==> config.mk <==
export PLATFORM = sky130hd
export DESIGN_NAME = waveform_peak_column_spans_top
export DESIGN_NICKNAME = d
export VERILOG_FILES = /design/src/rtl/wpcs_pkg.sv /design/src/rtl/waveform_peak_column_spans_top.sv /design/src/rtl/wpcs_ctrl.sv /design/src/rtl/wpcs_datapath.sv
export SDC_FILE = /design/constraint.sdc
export NUM_CORES = 1
export LEC_CHECK = 0
export BUFFER_PORTS_ARGS = -buffer_cell sky130_fd_sc_hd__buf_2
export CORE_AREA = 2 2 198 200
export CTS_CLUSTER_DIAMETER = 100
export DETAILED_ROUTE_END_ITERATION = 12
export DIE_AREA = 0 0 200 202
export GPL_TIMING_DRIVEN = 0
export MAX_ROUTING_LAYER = met4
export PLACE_DENSITY = 0.77
export SYNTH_ARGS = -nofsm -noshare
export SYNTH_HDL_FRONTEND = slang
export SYNTH_SLANG_ARGS = --single-unit
==> constraint.sdc <==
create_clock -name clk -period 11.3 [get_ports clk]
set_clock_uncertainty 0.15 [all_clocks]
set_input_delay 1.695 -clock clk [delete_from_list [all_inputs] [get_ports clk]]
set_output_delay 1.695 -clock clk [all_outputs]
set_load 0.005 [all_outputs]
==> src/rtl/wpcs_pkg.sv <==
// Shared types and constants for the waveform peak column span block.
package wpcs_pkg;

  localparam int SampleW = 16;
  localparam int DimW    = 13;
  localparam int NumW    = 24;
  localparam int BoundW  = 37;
  localparam int RowW    = 12;
  localparam int BurstW  = 6;
  localparam int ProdW   = DimW + SampleW + 1;

  localparam logic [DimW-1:0] DimMax       = 13'd4096;
  localparam logic [DimW-1:0] ResetColumns = 13'd256;
  localparam logic [DimW-1:0] ResetHeight  = 13'd256;
  localparam logic [NumW-1:0] ResetSamples = 24'd65536;
  localparam logic [BurstW-1:0] BurstLast  = 6'd63;

  typedef struct packed {
    logic load;
    logic calc_top;
    logic calc_bot;
    logic advance;
    logic rearm;
  } cmd_t;

  typedef struct packed {
    logic due;
    logic last;
    logic final_col;
  } status_t;

endpackage

==> src/rtl/waveform_peak_column_spans_top.sv <==
// Top level of the waveform peak column span block with its register port.
//
// Usage: audio samples enter as beats on the input channel (in_valid,
// in_ready, sample). Each beat updates the running min and max and may
// close zero to 64 columns; every closed column leaves as one beat on the
// output channel (out_valid, out_ready, column, row_top, row_bottom,
// last_in_run, last_column). last_in_run marks the final span of a sample.
// Sequence: a sample that closes no column passes only the accept and
// the bound compare. Each span adds the single row multiplier mapping
// the max and then the min, and its wait in the output register. Input
// is held off until every span of the current sample is delivered; a
// stalled receiver simply holds the output beat and the sequencer.
// Reset loads 256 columns, 256 rows and 65536 samples per image and
// arms for a new image; any register write rearms the same way in the
// cycle after the write, with input held off for that cycle. The user
// must write registers only while the block is idle; the block does
// not enforce it. No clearing pass is needed.
module waveform_peak_column_spans_top (
  input  logic                               clk,
  input  logic                               rst,
  input  logic                               in_valid,
  output logic                               in_ready,
  input  logic signed [wpcs_pkg::SampleW-1:0] sample,
  output logic                               out_valid,
  input  logic                               out_ready,
  output logic [wpcs_pkg::RowW-1:0]          column,
  output logic [wpcs_pkg::RowW-1:0]          row_top,
  output logic [wpcs_pkg::RowW-1:0]          row_bottom,
  output logic                               last_in_run,
  output logic                               last_column,
  input  logic                               psel,
  input  logic                               penable,
  input  logic                               pwrite,
  input  logic [3:0]                         paddr,
  input  logic [31:0]                        pwdata,
  output logic [31:0]                        prdata,
  output logic                               pready
);
  import wpcs_pkg::*;

  localparam logic [1:0] REG_COLUMNS = 2'd0;
  localparam logic [1:0] REG_HEIGHT  = 2'd1;
  localparam logic [1:0] REG_SAMPLES = 2'd2;

  logic [DimW-1:0] num_columns;
  logic [DimW-1:0] image_height;
  logic [NumW-1:0] sample_count;
  logic [DimW-1:0] width;
  logic [DimW-1:0] height;
  logic [1:0]      reg_idx;
  logic            wr_beat;
  logic            cfg_wr;
  cmd_t            cmd;
  status_t         status;

  assign pready  = 1'b1;
  assign reg_idx = paddr[3:2];
  assign wr_beat = psel && penable && pwrite && pready;
  assign cfg_wr  = wr_beat && ((reg_idx == REG_COLUMNS) || (reg_idx == REG_HEIGHT) ||
                               (reg_idx == REG_SAMPLES));

  always_ff @(posedge clk) begin
    if (rst) begin
      num_columns  <= ResetColumns;
      image_height <= ResetHeight;
      sample_count <= ResetSamples;
    end else if (wr_beat) begin
      case (reg_idx)
        REG_COLUMNS: num_columns  <= pwdata[DimW-1:0];
        REG_HEIGHT:  image_height <= pwdata[DimW-1:0];
        REG_SAMPLES: sample_count <= pwdata[NumW-1:0];
        default: begin
        end
      endcase
    end
  end

  always_comb begin
    case (reg_idx)
      REG_COLUMNS: prdata = 32'(num_columns);
      REG_HEIGHT:  prdata = 32'(image_height);
      REG_SAMPLES: prdata = 32'(sample_count);
      default:     prdata = '0;
    endcase
  end

  assign width  = (num_columns == '0) ? DimW'(1) :
                  ((num_columns > DimMax) ? DimMax : num_columns);
  assign height = (image_height == '0) ? DimW'(1) :
                  ((image_height > DimMax) ? DimMax : image_height);

  wpcs_ctrl u_ctrl (
    .clk       (clk),
    .rst       (rst),
    .in_valid  (in_valid),
    .out_ready (out_ready),
    .cfg_wr    (cfg_wr),
    .status    (status),
    .in_ready  (in_ready),
    .out_valid (out_valid),
    .cmd       (cmd)
  );

  wpcs_datapath u_datapath (
    .clk         (clk),
    .rst         (rst),
    .cmd         (cmd),
    .sample      (sample),
    .width       (width),
    .height      (height),
    .samples     (sample_count),
    .status      (status),
    .column      (column),
    .row_top     (row_top),
    .row_bottom  (row_bottom),
    .last_in_run (last_in_run),
    .last_column (last_column)
  );

endmodule

==> src/rtl/wpcs_ctrl.sv <==
// Sequencer for sample intake, column close-out and span delivery.
module wpcs_ctrl (
  input  logic              clk,
  input  logic              rst,
  input  logic              in_valid,
  input  logic              out_ready,
  input  logic              cfg_wr,
  input  wpcs_pkg::status_t status,
  output logic              in_ready,
  output logic              out_valid,
  output wpcs_pkg::cmd_t    cmd
);
  import wpcs_pkg::*;

  localparam logic [2:0] S_IDLE  = 3'd0;
  localparam logic [2:0] S_CHECK = 3'd1;
  localparam logic [2:0] S_TOP   = 3'd2;
  localparam logic [2:0] S_BOT   = 3'd3;
  localparam logic [2:0] S_EMIT  = 3'd4;

  logic [2:0] state;
  logic [2:0] state_next;
  logic       rearm_pend;

  always_comb begin
    state_next = state;
    case (state)
      S_IDLE: begin
        if (in_valid && !rearm_pend) state_next = S_CHECK;
      end
      S_CHECK: begin
        state_next = status.due ? S_TOP : S_IDLE;
      end
      S_TOP: begin
        state_next = S_BOT;
      end
      S_BOT: begin
        state_next = S_EMIT;
      end
      S_EMIT: begin
        if (out_ready) state_next = status.last ? S_IDLE : S_TOP;
      end
      default: begin
        state_next = S_IDLE;
      end
    endcase
  end

  always_ff @(posedge clk) begin
    if (rst) begin
      state      <= S_IDLE;
      rearm_pend <= 1'b0;
    end else begin
      state      <= state_next;
      rearm_pend <= cfg_wr;
    end
  end

  // rearm in the cycle after the write so the new register value is used
  assign in_ready      = (state == S_IDLE) && !rearm_pend;
  assign out_valid     = (state == S_EMIT);
  assign cmd.load      = (state == S_IDLE) && !rearm_pend && in_valid;
  assign cmd.calc_top  = (state == S_TOP);
  assign cmd.calc_bot  = (state == S_BOT);
  assign cmd.advance   = (state == S_EMIT) && out_ready;
  assign cmd.rearm     = rearm_pend;

`ifndef NO_ASSERTIONS
  a_load_checks: assert property (@(posedge clk) disable iff (rst)
    cmd.load |=> state == S_CHECK)
    else $error("accepted beat not followed by bound check");
  a_burst_continues: assert property (@(posedge clk) disable iff (rst)
    cmd.advance && !status.last |=> state == S_TOP)
    else $error("burst stopped before last span");
  a_final_is_last: assert property (@(posedge clk) disable iff (rst)
    out_valid && status.final_col |-> status.last)
    else $error("final column not flagged last in run");
  a_no_overlap: assert property (@(posedge clk) disable iff (rst)
    out_valid |-> !in_ready)
    else $error("input taken while span pending");
`endif

endmodule

==> src/rtl/wpcs_datapath.sv <==
// Running extremes, column bounds and row mapping for the span block.
module wpcs_datapath (
  input  logic                               clk,
  input  logic                               rst,
  input  wpcs_pkg::cmd_t                     cmd,
  input  logic signed [wpcs_pkg::SampleW-1:0] sample,
  input  logic [wpcs_pkg::DimW-1:0]          width,
  input  logic [wpcs_pkg::DimW-1:0]          height,
  input  logic [wpcs_pkg::NumW-1:0]          samples,
  output wpcs_pkg::status_t                  status,
  output logic [wpcs_pkg::RowW-1:0]          column,
  output logic [wpcs_pkg::RowW-1:0]          row_top,
  output logic [wpcs_pkg::RowW-1:0]          row_bottom,
  output logic                               last_in_run,
  output logic                               last_column
);
  import wpcs_pkg::*;

  logic signed [SampleW-1:0] prev_sample;
  logic signed [SampleW-1:0] running_min;
  logic signed [SampleW-1:0] running_max;
  logic [DimW-1:0]           column_index;
  logic [BoundW-1:0]         column_bound;
  logic [BoundW-1:0]         count_bound;
  logic [BoundW-1:0]         bound_next;
  logic                      first_pending;
  logic [BurstW-1:0]         burst;
  logic                      last_r;
  logic                      final_r;

  logic signed [SampleW-1:0] min_next;
  logic signed [SampleW-1:0] max_next;
  logic signed [SampleW-1:0] mul_src;
  logic [SampleW:0]          level_gap;
  logic [ProdW-1:0]          prod;
  logic [DimW:0]             row_raw;
  logic [DimW-1:0]           row_clamped;
  logic                      is_final;

  always_comb begin
    min_next = first_pending ? sample : ((sample < running_min) ? sample : running_min);
    max_next = first_pending ? sample : ((sample > running_max) ? sample : running_max);
  end

  assign mul_src   = cmd.calc_top ? running_max : running_min;
  assign level_gap = {2'b01, {(SampleW-1){1'b0}}} - {mul_src[SampleW-1], mul_src};
  assign prod      = ProdW'(height) * ProdW'(level_gap);
  assign row_raw = prod[ProdW-1:SampleW];
  assign row_clamped = (row_raw >= {1'b0, height}) ? (height - 1'b1) : row_raw[DimW-1:0];
  assign is_final = (column_index == (width - 1'b1));

  always_ff @(posedge clk) begin
    if (rst) begin
      prev_sample   <= '0;
      running_min   <= '0;
      running_max   <= '0;
      column_index  <= '0;
      column_bound  <= BoundW'(ResetSamples);
      count_bound   <= BoundW'(ResetColumns);
      first_pending <= 1'b1;
      burst         <= '0;
    end else if (cmd.rearm) begin
      prev_sample   <= '0;
      running_min   <= '0;
      running_max   <= '0;
      column_index  <= '0;
      column_bound  <= BoundW'(samples);
      count_bound   <= BoundW'(width);
      first_pending <= 1'b1;
      burst         <= '0;
    end else if (cmd.load) begin
      prev_sample   <= sample;
      running_min   <= min_next;
      running_max   <= max_next;
      count_bound   <= count_bound + BoundW'(width);
      first_pending <= 1'b0;
      burst         <= '0;
    end else if (cmd.advance) begin
      running_min <= prev_sample;
      running_max <= prev_sample;
      if (final_r) begin
        prev_sample   <= '0;
        running_min   <= '0;
        running_max   <= '0;
        column_index  <= '0;
        column_bound  <= BoundW'(samples);
        count_bound   <= BoundW'(width);
        first_pending <= 1'b1;
      end else begin
        column_index <= column_index + 1'b1;
        column_bound <= bound_next;
        burst        <= burst + 1'b1;
      end
    end
  end

  always_ff @(posedge clk) begin
    if (cmd.calc_top) begin
      row_top    <= row_clamped[RowW-1:0];
      bound_next <= column_bound + BoundW'(samples);
    end
    if (cmd.calc_bot) begin
      row_bottom <= row_clamped[RowW-1:0];
      final_r    <= is_final;
      last_r     <= is_final || (burst == BurstLast) || !(bound_next < count_bound);
    end
  end

  assign status.due       = (column_bound < count_bound);
  assign status.last      = last_r;
  assign status.final_col = final_r;

  assign column      = column_index[RowW-1:0];
  assign last_in_run = last_r;
  assign last_column = final_r;

endmodule
==> results of run 1 <==
[sequential cells by signal, indices dropped and copies added, names as in the netlist, 3 cells and up]
signal                   cells
u_ctrl.state                 3
image_height                13
u_datapath.running_max      16
sample_count                24
u_datapath.row_top          12
u_datapath.bound_next       37
u_datapath.count_bound      37
u_datapath.row_bottom       12
u_datapath.burst             6
u_datapath.column_bound     37
u_datapath.running_min      16
u_datapath.prev_sample      16
u_datapath.column_index     13
num_columns                 13
[power groups by stage]
stage | clock network, mW | logic (mW) | registers (mW)
after detailed placement | 0 | 1.07 | 1.06
final | 0.956 | 1.11 | 1.04
after global routing | 0.994 | 1.22 | 1.05
after floorplan | 0 | 0.779 | 1.05
after CTS | 0.956 | 1.08 | 1.04
after global placement | 0 | 1.04 | 1.06
[cells in the final DEF, fill, tap and decap left out, types with 12 or more instances in the layout]
cell	n
nand2_1	322
nor2_1	290
inv_1	273
ha_1	229
dfxtp_1	196
a21oi_1	175
fa_1	166
buf_2	116
clkbuf_1	107
o21ai_0	93
xnor2_1	74
a211oi_1	65
edfxtp_1	63
nor3_1	60
a21o_1	55
xor2_1	41
nor2b_1	38
nand4_1	35
clkbuf_16	31
a311oi_1	30
nand3_1	28
nand2b_1	25
o21a_1	22
buf_4	22
nor3b_1	21
nand3b_1	20
and3_1	17
and2_1	17
mux2i_1	16
a31oi_1	13
nor4_1	12
[path summary, 6_finish.rpt]
check | cells after the start | from | endpoint | slack (ns)
setup / recovery | 40 | u_ctrl.state[2] | u_datapath.row_bottom[9] | 0.57
hold / removal | 1 | u_datapath.first_pending | u_datapath.first_pending | 0.32
setup reg to reg | 40 | u_ctrl.state[2] | u_datapath.row_bottom[9] | 0.57
hold reg to reg | 1 | u_datapath.first_pending | u_datapath.first_pending | 0.32
[cells by family (layout without fill, tap and decap cells)]
kind of cell,after synthesis,after routing,share of synthesized area
muxes,29,29,0.0152
other,2,10,0.000331
and+or+nand+nor,915,915,0.184
adders and majority gates,395,395,0.273
buffers and inverters,410,578,0.0721
AOI/OAI and AO/OA,536,536,0.152
DFF,259,259,0.256
xor gates and xnor gates,122,122,0.0474
[worst max-delay path: cells and delay by family (launching register included)]
kind | cells | cell delay, ns
AO/OA/AOI/OAI | 9 | 1.61
XOR/XNOR | 2 | 1.07
adder cells (fa/ha/maj) | 8 | 3.41
buffers and inverters | 7 | 0.79
flip-flops | 1 | 0.38
multiplexers | 2 | 0.70
AND/OR/NAND/NOR | 12 | 2.33
[per-layer routing]
layer,vias to the layer above,track usage,wire (um)
li1,9347,-,-
met1,9672,0.488,29700
met2,1019,0.533,30300
met3,121,0.0758,7120
met4,0,0.101,1930
met5,-,-,0
[metrics by stage]
| step | worst slack, ns | TNS (ns) | utilization | cell area [um^2] | power (mW) |
|---|---|---|---|---|---|
| 2_1_floorplan | 0.948 | 0 | - | 22700 | 1.83 |
| 3_3_place_gp | -1.81 | -42.48 | 0.625 | 23900 | 2.10 |
| 3_5_place_dp | 0.208 | 0 | 0.625 | 23900 | 2.13 |
| 4_1_cts | 0.174 | 0 | 0.650 | 24900 | 3.08 |
| 5_1_grt | 0.0202 | 0 | 0.652 | 25000 | 3.27 |
| 6_report | 0.575 | 0 | 0.652 | 25000 | 3.11 |
[final cells by class]
cell class / instances / share of cell area
diodes: 1 / 0.000100
multi-input cells: 2006 / 0.614
inverters: 278 / 0.0419
plain buffers: 132 / 0.0242
well taps: 518 / 0.0260
repair buffers: 112 / 0.0225
clock inverters: 13 / 0.00396
clock buffers: 43 / 0.0349
flip-flops and latches: 259 / 0.233
==> key figures, run 1 <==
Status
  • Outcome: completed

Power and ir drop
  • Pleak: roughly 11 nW
  • Pint: 1.97 mW
  • Sequential Power Share: 0.336
  • Peak VDD IR: 0.112 mV
  • Power Density: approximately 120 nW/um^2
  • Power share of the clock group: 0.308
  • Switching part of the total: 0.367
  • Combinational Power Share: 0.356
  • Psw: 1.14 mW

Route
  • Wire per inst: 20.5 um
  • Residual DRC count: 0
  • First-pass iteration count of the detailed router: 6
  • DRT iter0 DRCs: 1808
  • Avg Vias per Cell: 6.00
  • Final wirelength: 69000 um
  • Via count: between 20k and 25k
  • Antenna-violating nets left: 0

Synth
  • Synthesis-stage register bit count: 259
  • Synthesized cell area: 22700 um^2
  • Synth warn: 0
  • Post-Synthesis Mean Instance Area: 8.50 um^2
  • Synth top area cells: dfxtp_1 (17%), fa_1 (15%), ha_1 (13%)
  • Leading area contributor after synthesis: dfxtp_1
  • Top FF cell, synth: dfxtp_1
  • Count of cell types in the netlist: 86
  • Most numerous cell in the Yosys netlist: nand2_1
  • Yosys top cell area share: 0.173
  • Fraction of the yosys area taken by sequential cells: 0.256
  • Post-synth EDFFs: 63
  • Synth cell count leaders: nand2_1 (322), nor2_1 (290), inv_1 (273), ha_1 (229), dfxtp_1 (196)
  • Asr flop ratio synth: 0
  • Syn Inst Count: 2668

Worst setup path
  • CP Data Arrival Time: 10.89 ns
  • CP max stage delay: 0.69 ns
  • Crit path max fanout: 10
  • WP data required: between 10 and 15 ns
  • CP Capture Type: register
  • Cell mode on critical path: fa_1
  • Slowest-stage cell, CP: xor2_1
  • Critical Path Source Type: register
  • Crit path kind: reg2reg

Clocking
  • Clk sinks: between 200 and 300
  • Clock-pin slew on the worst setup and hold paths: 0.06 ns
  • CTS tree: built
  • Post-CTS Setup Repair Bufs: 0
  • Total CTS buffers: 30
  • CTS Buffer Depth: 3
  • Root Buffer: clkbuf_16
  • Cts hold-fix bufs: 0
  • H-tree levels: 1
  • Worst-Skew Late Latency: approximately 0.61 ns
  • CTS resizes: 0

Floorplan
  • Die height: 202 um
  • Row cnt: 72
  • I/O pins: 132
  • Die Area: 40400 um^2
  • Initial Utilization: 0.592
  • Core footprint: 38300 um^2
  • Chip width: 200 um

Placement
  • PortBufs: 112
  • Final GP Congestion: 0.974
  • DP Wirelength: 54800 um
  • Cell Count Post-Placement: 3305

STA
  • RSZ-0062 raised after global routing: false
  • Final Hold Fails: 0
  • Tmin final: roughly 11 ns
  • Headroom to the max-slew limit: 0.323
  • Final setup viols: 0
  • Hold slack: 0.316 ns
  • Fmax: 0.0932 GHz
  • Post-route clock period utilization: 0.949
  • Tightest Pin Transition: about 1 ns
  • Slew Limit Fails: 0

Hold path
  • Worst min-delay path class: reg2reg

Global route
  • Maximum number of pins on one net before global-route repair: between 50 and 60
  • First-pass GRT wire length: about 110000 um
  • Initial antenna violation count: 1
  • Global route overflow: 0
  • Vias in the first global route: about 20k
  • GRT Total Usage: 0.356

Cells and area
  • Fillers: 3232
  • Reg area: approximately 5800 um^2
  • Layout cells sized above 1: 0.0820
  • Nets: 3273
  • Area growth from synthesis to layout: 10.0%
  • Multi-input logic area: between 15000 and 20000 um^2
  • Fin cells: 3362

Job
  • # Max-Cap Violations: 0
No activity file was read; power rests on OpenSTA's default activity.
==> inputs of run 2 (changes only) <==
Settings changed: BUFFER_PORTS_ARGS -buffer_cell sky130_fd_sc_hd__buf_2 to default, CTS_CLUSTER_SIZE from default to 40, DONT_BUFFER_PORTS from default to 1, PLACE_DENSITY 0.77 to 0.74.
==> run 2 against run 1 <==
Against the previous run: combinational power barely moved; global-route usage fell by 1.3 points; die area did not move; register-to-register slack improved by 0.06 ns; highest routed layer unchanged; largest cell class unchanged; core utilization fell by 2.6 points; clock power fell by 31%; count of clock-buffer cells in the layout fell by 29; wire length fell by 3.3%.
==> key figures, run 2 (synthesis results as in run 1) <==
Floorplan
  • Initial Utilization: 0.592 (unchanged)
  • Die height: 202 um (unchanged)
  • I/O pins: 132 (unchanged)
  • Core footprint: 38300 um^2 (unchanged)
  • Row cnt: 72 (unchanged)
  • Chip width: 200 um (unchanged)
  • Die Area: 40400 um^2 (unchanged)

STA
  • Final setup viols: 0 (unchanged)
  • Tmin final: 10.67 ns (-0.0567 ns)
  • Tightest Pin Transition: 1.03 ns (+0.0225 ns)
  • Final Hold Fails: 0 (unchanged)
  • Final worst setup slack: 0.631 ns (+0.0567 ns)
  • Slew Limit Fails: 0 (unchanged)
  • Fmax: 0.0937 GHz (+0.53%)
  • Hold slack: 0.335 ns (+0.0190 ns)
  • Headroom to the max-slew limit: 0.308 (-0.0151)
  • TNS Setup: 0 ns (unchanged)
  • RSZ-0062 raised after global routing: false
  • Post-route clock period utilization: 0.944 (-0.00501)

Route
  • Antenna-violating nets left: 0 (unchanged)
  • Residual DRC count: 0 (unchanged)
  • First-pass iteration count of the detailed router: 5 (-1)
  • Avg Vias per Cell: 6.11 (+2.0%)
  • Final wirelength: 66800 um (-3.3%)
  • Via count: 19.7k (-2.4%)
  • DRT iter0 DRCs: 1944 (+7.5%)
  • Wire per inst: 20.7 um (+1.0%)

Cells and area
  • Nets: 3145 (-3.9%)
  • Layout cells sized above 1: 0.0363 (-0.0456)
  • Regs by FF count: u_datapath.bound_next: 37 flops, u_datapath.column_bound: 37 flops, u_datapath.count_bound: 37 flops
  • Most common cell after layout, fill and taps aside: nand2_1
  • Final Util: 0.626 (-0.0263)
  • Area growth from synthesis to layout: 5.60%
  • Commonest cells after routing, fill and taps aside: nand2_1 (322), nor2_1 (290), inv_1 (273)

Global route
  • GRT Total Usage: 0.343 (-0.0131)
  • Vias in the first global route: 18.9k (-5.1%)
  • First-pass GRT wire length: 105000 um (-3.7%)
  • Initial antenna violation count: 1 (unchanged)
  • Maximum number of pins on one net before global-route repair: 59 (unchanged)
  • Global route overflow: 0 (unchanged)

Worst setup path
  • Start point of the critical path: u_ctrl.state[2]
  • Critical Path Source Type: register
  • Slowest-stage cell, CP: xor2_1
  • Crit path kind: reg2reg
  • CP top delay family: adder cells
  • CP Data Arrival Time: 10.77 ns (-0.12 ns)
  • WP data required: 11.40 ns (-0.06 ns)
  • CP max stage delay: 0.72 ns (+0.03 ns)
  • Worst path bufs/invs: 7 (unchanged)
  • R2r endpoint: u_datapath.row_bottom[7]
  • R2R setup slack: 0.63 ns (+0.06 ns)
  • Critical R2R Launch: u_ctrl.state[2]
  • Depth of the most critical reg-to-reg path: 40 (unchanged)
  • Crit path max fanout: 10 (unchanged)
  • Worst path depth: 40 (unchanged)
  • CP Capture Type: register
  • Cell mode on critical path: fa_1
  • Critical Path End: u_datapath.row_bottom[7]

Job
  • # Max-Cap Violations: 0 (unchanged)

Placement
  • Final GP Congestion: 1.02 (+4.3%)
  • PortBufs: 0 (-100%)
  • DP Wirelength: 53500 um (-2.3%)
  • DP Worst Slack: 0.201 ns (-0.00641 ns)

Clocking
  • Root Buffer: clkbuf_16
  • Worst-Skew Late Latency: 0.56 ns (-0.05 ns)
  • Cts hold-fix bufs: 0 (unchanged)
  • Clock-pin slew on the worst setup and hold paths: 0.12 ns (+0.06 ns)
  • CTS Buffer Depth: 3 (unchanged)
  • Clk sinks: 259 (unchanged)
  • H-tree levels: 1 (unchanged)
  • CTS tree: built
  • Total CTS buffers: 14 (-53%)

Power and ir drop
  • Pleak: 10.2 nW (-6.7%)
  • Peak VDD IR: 0.123 mV (+9.8%)
  • Power Density: 116 nW/um^2 (-6.8%)

Hold path
  • Worst min-delay path class: reg2reg

Status
  • Outcome: completed
## run 2: changes by cell type in the layout (fill, tap and decap cells not counted), sizes merged
| cell | before | now |
|---|---|---|
| clkinv | 12 | 6 |
| buf | 143 | 31 |
| bufinv | 0 | 1 |
| clkinvlp | 1 | 0 |
| clkbuf | 144 | 115 |
| inv | 278 | 281 |
## run 2: final cells by class
class	instances	area (um^2)
Multi-Input combinational cell	2006	15300
Fill cell	3298	14300
Sequential cell	259	5820
Inverter	278	1050
Tap cell	518	648
Buffer	132	602
Clock buffer	14	350
Clock inverter	10	181
Antenna cell	1	2.50
## run 2: timing repair
action,CTS,global route
setup endpoints to repair,0,24
gates resized for setup,0,13
buffers inserted,0,0
## run 2: routing by layer
layer | global-route usage | up-vias | share of wire
met1 | 0.491 | 9540 | 0.44
met2 | 0.508 | 963 | 0.43
met5 | - | - | 0
met3 | 0.0607 | 103 | 0.10
li1 | - | 9067 | -
met4 | 0.0759 | 0 | 0.025
## run 2: worst min-delay path by stage
stage                                     endpoint                      from  cells past startpoint
after floorplan           u_datapath.first_pending  u_datapath.first_pending                      1
after global placement    u_datapath.first_pending  u_datapath.first_pending                      1
after detailed placement  u_datapath.first_pending  u_datapath.first_pending                      1
after CTS                 u_datapath.first_pending  u_datapath.first_pending                      1
after global routing      u_datapath.first_pending  u_datapath.first_pending                      1
final                     u_datapath.first_pending  u_datapath.first_pending                      1
## run 2: where the power goes
group          total (mW)  leakage [nW]  internal, mW  switching [mW]
clock network       0.655         0.253         0.279           0.375
logic                1.08          7.81         0.405           0.674
registers            1.04          2.17          1.01          0.0340
total                2.78          10.2          1.69            1.08
## run 2: stage by stage
step	power [mW]	cells	instance area [um^2]
final	2.78	3218	24000
after global placement	2.08	3193	23400
after CTS	2.76	3217	23900
after detailed placement	2.11	3193	23400
after floorplan	1.83	2675	22700
after global routing	2.93	3218	24000
